==> src/rtl/core/jqqt_pkg.sv <==
package jqqt_pkg;

   localparam int TABLE_ENTRIES = 64;
   localparam int COEF_W        = $clog2(TABLE_ENTRIES);
   localparam int BASE_W        = 7;
   localparam int QUALITY_W     = 8;
   localparam int SCALE_W       = 13;
   localparam int SUM_W         = 20;
   localparam int QUO_W         = 13;
   localparam int VALUE_W       = 15;
   localparam int CSR_INDEX_W   = 1;
   localparam int CSR_DATA_W    = QUALITY_W;

   // divide by 100 as multiply by ceil(2^27 / 100), exact for sums below 2^20
   localparam int RECIP_SHIFT = 27;
   localparam int RECIP_W     = 21;
   localparam int PROD_W      = SUM_W + RECIP_W;
   localparam logic [RECIP_W-1:0] RECIP_100 = 21'd1342178;

   localparam logic [SUM_W-1:0]   ROUND_HALF   = 20'd50;
   localparam logic [QUO_W-1:0]   VALUE_MIN    = 13'd1;
   localparam logic [QUO_W-1:0]   BASELINE_MAX = 13'd255;

   localparam logic [CSR_INDEX_W-1:0] CSR_QUALITY  = 1'b0;
   localparam logic [CSR_INDEX_W-1:0] CSR_BASELINE = 1'b1;

   localparam logic [QUALITY_W-1:0] QUALITY_RESET  = 8'd75;
   localparam logic                 BASELINE_RESET = 1'b1;

   typedef struct packed {
      logic [SCALE_W-1:0] scale;
      logic               baseline_cap;
   } cfg_type;

   localparam logic [BASE_W-1:0] LUMA_BASE [TABLE_ENTRIES] = '{
       7'd16,  7'd11,  7'd10,  7'd16,  7'd24,  7'd40,  7'd51,  7'd61,
       7'd12,  7'd12,  7'd14,  7'd19,  7'd26,  7'd58,  7'd60,  7'd55,
       7'd14,  7'd13,  7'd16,  7'd24,  7'd40,  7'd57,  7'd69,  7'd56,
       7'd14,  7'd17,  7'd22,  7'd29,  7'd51,  7'd87,  7'd80,  7'd62,
       7'd18,  7'd22,  7'd37,  7'd56,  7'd68, 7'd109, 7'd103,  7'd77,
       7'd24,  7'd35,  7'd55,  7'd64,  7'd81, 7'd104, 7'd113,  7'd92,
       7'd49,  7'd64,  7'd78,  7'd87, 7'd103, 7'd121, 7'd120, 7'd101,
       7'd72,  7'd92,  7'd95,  7'd98, 7'd112, 7'd100, 7'd103,  7'd99
   };

   localparam logic [BASE_W-1:0] CHROMA_BASE [TABLE_ENTRIES] = '{
       7'd17,  7'd18,  7'd24,  7'd47,  7'd99,  7'd99,  7'd99,  7'd99,
       7'd18,  7'd21,  7'd26,  7'd66,  7'd99,  7'd99,  7'd99,  7'd99,
       7'd24,  7'd26,  7'd56,  7'd99,  7'd99,  7'd99,  7'd99,  7'd99,
       7'd47,  7'd66,  7'd99,  7'd99,  7'd99,  7'd99,  7'd99,  7'd99,
       7'd99,  7'd99,  7'd99,  7'd99,  7'd99,  7'd99,  7'd99,  7'd99,
       7'd99,  7'd99,  7'd99,  7'd99,  7'd99,  7'd99,  7'd99,  7'd99,
       7'd99,  7'd99,  7'd99,  7'd99,  7'd99,  7'd99,  7'd99,  7'd99,
       7'd99,  7'd99,  7'd99,  7'd99,  7'd99,  7'd99,  7'd99,  7'd99
   };

   // 5000 / q for q below 50, entry zero unused
   localparam int SCALE_LOW_ENTRIES = 50;
   localparam logic [SCALE_W-1:0] SCALE_LOW [SCALE_LOW_ENTRIES] = '{
      13'd5000, 13'd5000, 13'd2500, 13'd1666, 13'd1250, 13'd1000, 13'd833, 13'd714,
      13'd625,  13'd555,  13'd500,  13'd454,  13'd416,  13'd384,  13'd357, 13'd333,
      13'd312,  13'd294,  13'd277,  13'd263,  13'd250,  13'd238,  13'd227, 13'd217,
      13'd208,  13'd200,  13'd192,  13'd185,  13'd178,  13'd172,  13'd166, 13'd161,
      13'd156,  13'd151,  13'd147,  13'd142,  13'd138,  13'd135,  13'd131, 13'd128,
      13'd125,  13'd121,  13'd119,  13'd116,  13'd113,  13'd111,  13'd108, 13'd106,
      13'd104,  13'd102
   };

   function automatic logic [SCALE_W-1:0] scale_of(input logic [QUALITY_W-1:0] q);
      logic [6:0]         qc;
      logic [SCALE_W-1:0] s;
      if (q == 8'd0) begin
         qc = 7'd1;
      end else if (q > 8'd100) begin
         qc = 7'd100;
      end else begin
         qc = q[6:0];
      end
      if (qc < 7'd50) begin
         s = SCALE_LOW[qc[5:0]];
      end else begin
         s = 13'd200 - SCALE_W'({qc, 1'b0});
      end
      return s;
   endfunction

endpackage

==> src/rtl/core/jqqt_pipe.sv <==
module jqqt_pipe (
   input  logic                          clock,
   input  logic                          reset,
   input  jqqt_pkg::cfg_type             cfg,
   input  logic                          in_valid,
   output logic                          in_ready,
   input  logic                          in_table_select,
   input  logic [jqqt_pkg::COEF_W-1:0]   in_coef_index,
   output logic                          out_valid,
   input  logic                          out_ready,
   output logic [jqqt_pkg::VALUE_W-1:0]  out_value
);

   // stage 1: rom read
   logic                          v1_ff;
   logic [jqqt_pkg::BASE_W-1:0]   base1_ff, base1_in;
   // stage 2: base * scale + 50
   logic                          v2_ff;
   logic [jqqt_pkg::SUM_W-1:0]    sum2_ff, sum2_in;
   // stage 3: divide by 100
   logic                          v3_ff;
   logic [jqqt_pkg::QUO_W-1:0]    quo3_ff, quo3_in;
   logic [jqqt_pkg::PROD_W-1:0]   prod3;
   // stage 4: clamp, output register
   logic                          v4_ff;
   logic [jqqt_pkg::VALUE_W-1:0]  value4_ff, value4_in;

   logic adv1, adv2, adv3, adv4;

   assign adv4     = !v4_ff || out_ready;
   assign adv3     = !v3_ff || adv4;
   assign adv2     = !v2_ff || adv3;
   assign adv1     = !v1_ff || adv2;
   assign in_ready = adv1;

   assign base1_in = in_table_select ? jqqt_pkg::CHROMA_BASE[in_coef_index]
                                     : jqqt_pkg::LUMA_BASE[in_coef_index];

   assign sum2_in = jqqt_pkg::SUM_W'(base1_ff) * jqqt_pkg::SUM_W'(cfg.scale)
                    + jqqt_pkg::ROUND_HALF;

   assign prod3   = jqqt_pkg::PROD_W'(sum2_ff) * jqqt_pkg::PROD_W'(jqqt_pkg::RECIP_100);
   assign quo3_in = prod3[jqqt_pkg::RECIP_SHIFT +: jqqt_pkg::QUO_W];

   always_comb begin
      // quotient never exceeds 6050, so the 32767 ceiling cannot bind
      if (quo3_ff == '0) begin
         value4_in = jqqt_pkg::VALUE_W'(jqqt_pkg::VALUE_MIN);
      end else if (cfg.baseline_cap && quo3_ff > jqqt_pkg::BASELINE_MAX) begin
         value4_in = jqqt_pkg::VALUE_W'(jqqt_pkg::BASELINE_MAX);
      end else begin
         value4_in = jqqt_pkg::VALUE_W'(quo3_ff);
      end
   end

   always_ff @(posedge clock) begin
      if (reset) begin
         v1_ff <= 1'b0;
         v2_ff <= 1'b0;
         v3_ff <= 1'b0;
         v4_ff <= 1'b0;
      end else begin
         if (adv1) v1_ff <= in_valid;
         if (adv2) v2_ff <= v1_ff;
         if (adv3) v3_ff <= v2_ff;
         if (adv4) v4_ff <= v3_ff;
      end
   end

   always_ff @(posedge clock) begin
      if (adv1 && in_valid) base1_ff  <= base1_in;
      if (adv2 && v1_ff)    sum2_ff   <= sum2_in;
      if (adv3 && v2_ff)    quo3_ff   <= quo3_in;
      if (adv4 && v3_ff)    value4_ff <= value4_in;
   end

   assign out_valid = v4_ff;
   assign out_value = value4_ff;

endmodule

==> src/rtl/core/jpeg_quality_quant_table.sv <==
// Quality-scaled JPEG quantization table entries. Each item names the luminance or
// chrominance standard table and a coefficient position in stored order; the block
// answers with that entry scaled by the configured quality and clamped to 1..32767,
// or to 1..255 while the baseline cap is set. One item is taken every cycle unless a
// stalled output has filled the pipeline; its result passes through four register
// stages: table lookup, scale multiply, reciprocal multiply for the divide by 100, and
// clamp. A stalled output backs the pipeline up without loss. The quality register is
// turned into its scale percentage at write time, so a write applies to every item
// accepted afterwards.
module jpeg_quality_quant_table (
   input  logic                              clock,
   input  logic                              reset,
   input  logic                              csr_we,
   input  logic [jqqt_pkg::CSR_INDEX_W-1:0]  csr_index,
   input  logic [jqqt_pkg::CSR_DATA_W-1:0]   csr_wdata,
   input  logic                              req_valid,
   output logic                              req_ready,
   input  logic                              req_table_select,
   input  logic [jqqt_pkg::COEF_W-1:0]       req_coef_index,
   output logic                              rsp_valid,
   input  logic                              rsp_ready,
   output logic [jqqt_pkg::VALUE_W-1:0]      rsp_quant_value
);

   logic [jqqt_pkg::SCALE_W-1:0] scale_ff, scale_in;
   logic                         baseline_cap_ff, baseline_cap_in;
   jqqt_pkg::cfg_type            cfg;

   always_comb begin
      scale_in        = scale_ff;
      baseline_cap_in = baseline_cap_ff;
      if (csr_we) begin
         case (csr_index)
            jqqt_pkg::CSR_QUALITY:  scale_in = jqqt_pkg::scale_of(csr_wdata);
            jqqt_pkg::CSR_BASELINE: baseline_cap_in = csr_wdata[0];
            default: ;
         endcase
      end
   end

   always_ff @(posedge clock) begin
      if (reset) begin
         scale_ff        <= jqqt_pkg::scale_of(jqqt_pkg::QUALITY_RESET);
         baseline_cap_ff <= jqqt_pkg::BASELINE_RESET;
      end else begin
         scale_ff        <= scale_in;
         baseline_cap_ff <= baseline_cap_in;
      end
   end

   assign cfg.scale        = scale_ff;
   assign cfg.baseline_cap = baseline_cap_ff;

   jqqt_pipe u_pipe (
      .clock           (clock),
      .reset           (reset),
      .cfg             (cfg),
      .in_valid        (req_valid),
      .in_ready        (req_ready),
      .in_table_select (req_table_select),
      .in_coef_index   (req_coef_index),
      .out_valid       (rsp_valid),
      .out_ready       (rsp_ready),
      .out_value       (rsp_quant_value)
   );

endmodule

==> config.mk <==
export PLATFORM = sky130hd
export DESIGN_NAME = jpeg_quality_quant_table
export DESIGN_NICKNAME = d
export VERILOG_FILES = /design/src/rtl/core/jqqt_pkg.sv /design/src/rtl/core/jqqt_pipe.sv /design/src/rtl/core/jpeg_quality_quant_table.sv
export SDC_FILE = /design/constraint.sdc
export NUM_CORES = 1
export LEC_CHECK = 0
export BUFFER_PORTS_ARGS = -buffer_cell sky130_fd_sc_hd__buf_2
export CORE_MARGIN = 2
export CORE_UTILIZATION = 45
export DETAILED_ROUTE_END_ITERATION = 16
export HOLD_SLACK_MARGIN = 0.12
export SETUP_SLACK_MARGIN = 0.5
export SYNTH_ARGS = -nofsm -noshare
export SYNTH_HDL_FRONTEND = slang
export SYNTH_SLANG_ARGS = --single-unit
==> constraint.sdc <==
create_clock -name clock -period 12.95 [get_ports clock]
set_input_delay 2.59 -clock clock [delete_from_list [all_inputs] [get_ports clock]]
set_output_delay 2.59 -clock clock [all_outputs]
set_load 0.02 [all_outputs]
==> flow_summary.ini <==
[drt]
viasPerCell = 5.26
first_iter_violations = 441
ant_nets = 0
drcViolationCount = 0
drt_wl_total_mm = 30.9
dr.pass1.iters = 4
avgRoutedWirePerCell_um = 16.0
vias = 10200

[sta]
skew_ns = 0.0119
fmax_ghz = 0.153
rsz0062_at_grt = false
period_needed_ns = 6.53
slew_headroom_pct = 23.1
period_share_pct = 50.4
finalSetupTns_ns = 0
hold_viol = 0
timing.final.max_slew_violations = 0
setup_violations = 0
fin_hold_ws_ns = 0.511
worst_pin_slew_ns = 1.15
setup_slack_ns = 6.42

[clock_tree]
htree_levels = 3
holdBufCountCts = 0
cts-root-buf = clkbuf_16
clk_path_buf_depth = 2
clk_latency_ns = 0.35
post_cts_buffers = 0
cts_tree = yes
cts_sinks = 71
numCtsBuffers = 9
path_clk_slew_ns = 0.06
post_cts_resized = 0

[worst_setup_path]
crit_chain = ha_1 > inv_1 > fa_1 > fa_1 > fa_1 > inv_1 > fa_1 > fa_1 > inv_1 > fa_1 > inv_1 > ha_1 > a211o_1 > a31oi_1 > o311a_1 > and2b_1 > a21oi_2 > a311oi_2 > mux2i_1 > nand4_1
reg2reg_slack_ns = 6.42
worstSetupPathType = flip-flop to flip-flop
critical-path-slowest-cell = edfxtp_1
worstPathArrival_ns = 6.61
cp_common_cell = fa_1
required_ns = 13.03
cpLargestDelayFamily = adder cells
critical_path.max_fanout = 9
max_stage_delay_ns = 0.60
path_buf_inv = 4
critPathLaunchType = flip-flop
crit_path_end_kind = flip-flop

[final_layout]
layout_common_cells = inv_1 (331), ha_1 (276), fa_1 (201)
final_core_util_pct = 48.1
drive_above_1_share_pct = 4.57
syn_to_final_growth_pct = 5.30
antennaDiodeCount = 0
nNetsFinal = 2024
final_common_cell = inv_1

[global_routing]
grt-ovfl-total = 0
antenna_found_initial = 0
grt_first_pass_wirelength_mm = 52.9
grt_pass1_vias = 10700
grt_max_degree = 47
grt_usage_pct = 19.6

[logic_synthesis]
synth_edf_count = 53
ys_ff_latch = 71
ys_warn_count = 0
yosysSeqAreaShare_pct = 13.5
netlist_area_sq_mm = 0.0144
synthDominantCellAreaShare_pct = 27.9
netlist-cell-type-count = 66
syn_avg_cell_area_sq_um = 9.46
synthFlopType = edfxtp_1
synthCells = 1524
synth_area_leaders = fa_1 (28%), ha_1 (24%), edfxtp_1 (11%)
synth_area_leader_cell = fa_1
synthArstFlopShare_pct = 0

[min_path]
min-delay-path-class = flip-flop to flip-flop

[place]
gp_congestion = 0.899
dp_hpwl_mm = 26.1
io_buffer_count = 35
pre_cts_slack_ns = 6.39

[floorplan]
fp.dieH_um = 183
core_area_sq_mm = 0.0316
fp.dieW_um = 183
initial_core_util_pct = 45.7
io_pins = 38
dieArea_sq_mm = 0.0335
row_count = 65

[run]
maxCapViolCount = 0

[run_status]
status = completed
-- final cells by class --
type	instances	area, sq um
clock buffers	11	233
inverters	331	1240
flip-flops and latches	71	1950
fillers	2974	16400
multi-input cells	1076	11000
repair buffers	37	190
clock inverters	5	33.8
well taps	402	503
-- kinds of logic (layout without fill, tap and decap cells) --
group | count (synthesis) | in the layout | share of synthesized area (%)
other | 1 | 2 | 0.0260
adder cells (fa/ha/maj) | 477 | 477 | 51.9
AO/OA/AOI/OAI | 241 | 241 | 10.8
AND/OR/NAND/NOR | 313 | 313 | 10.5
XOR/XNOR | 32 | 32 | 1.94
flip-flops | 71 | 71 | 13.5
multiplexers | 11 | 11 | 1.29
buffers and inverters | 378 | 384 | 10.0
-- per-layer routing --
layer  routed length, um  GRT usage, %  vias up
met5                   0             0        -
met4                 431          4.22        0
met3                 861          2.16       27
met2               14800          33.4      156
met1               14800          26.9     4989
li1                    -             -     4987
-- synthesized netlist by cell type, types with 2 or more instances --
cell,instances
a211oi_1,5
a31oi_1,20
buf_2,11
o221ai_1,4
and3_1,5
nand2_1,103
a211o_1,5
nor2b_1,17
mux2i_1,4
buf_4,3
xnor2_1,21
o21ai_1,2
ha_1,276
o2111ai_1,4
a21o_1,15
o21ai_0,52
dfxtp_1,18
nand2b_1,21
inv_1,331
o211ai_1,4
a21boi_0,7
o31a_1,2
edfxtp_1,53
o21bai_1,5
nand3_1,14
a32oi_1,2
a21oi_2,3
nor3_1,20
a311oi_1,2
clkbuf_1,29
mux4_2,6
o21a_1,10
and2_1,53
nor2_1,61
nor4_1,3
xor2_1,11
o311a_1,3
o31ai_1,6
o22ai_1,8
a21oi_1,65
fa_1,201
a221oi_1,4
buf_1,4
nand4_1,9
-- worst min-delay path, cell delays in order, from the launching register on --
cell and delay [ns]:
dfxtp_1 0.33, nor2_1 0.10, nor2_1 0.04
-- worst paths after layout --
path	startpoint	end	depth (start not counted)
setup reg to reg	u_pipe.sum2_ff[10]$_DFFE_PP_	u_pipe.quo3_ff[12]$_DFFE_PP_	20
hold reg to reg	u_pipe.v1_ff$_SDFFE_PP0N_	u_pipe.v2_ff$_SDFFE_PP0P_	2
hold / removal	u_pipe.v1_ff$_SDFFE_PP0N_	u_pipe.v2_ff$_SDFFE_PP0P_	2
setup / recovery	u_pipe.sum2_ff[10]$_DFFE_PP_	u_pipe.quo3_ff[12]$_DFFE_PP_	20
-- flip-flops by register name (all words and copies together) (netlist names) --
register and cells:
baseline_cap_ff 1, u_pipe.v1_ff 1, u_pipe.out_valid 1, scale_ff 13, u_pipe.base1_ff 7, u_pipe.quo3_ff 13, u_pipe.sum2_ff 20, u_pipe.v2_ff 1
u_pipe.out_value 13, u_pipe.v3_ff 1
-- metrics by stage --
step | instances | cell area [sq um]
detailed placement | 1917 | 14900
floorplan | 1525 | 14400
finish | 1933 | 15200
global route | 1933 | 15200
CTS | 1933 | 15200
global placement | 1917 | 14900
Power is left out: the tool's default activity adds up to more than one toggle a clock period on the data nets, which glitch-free logic cannot reach.
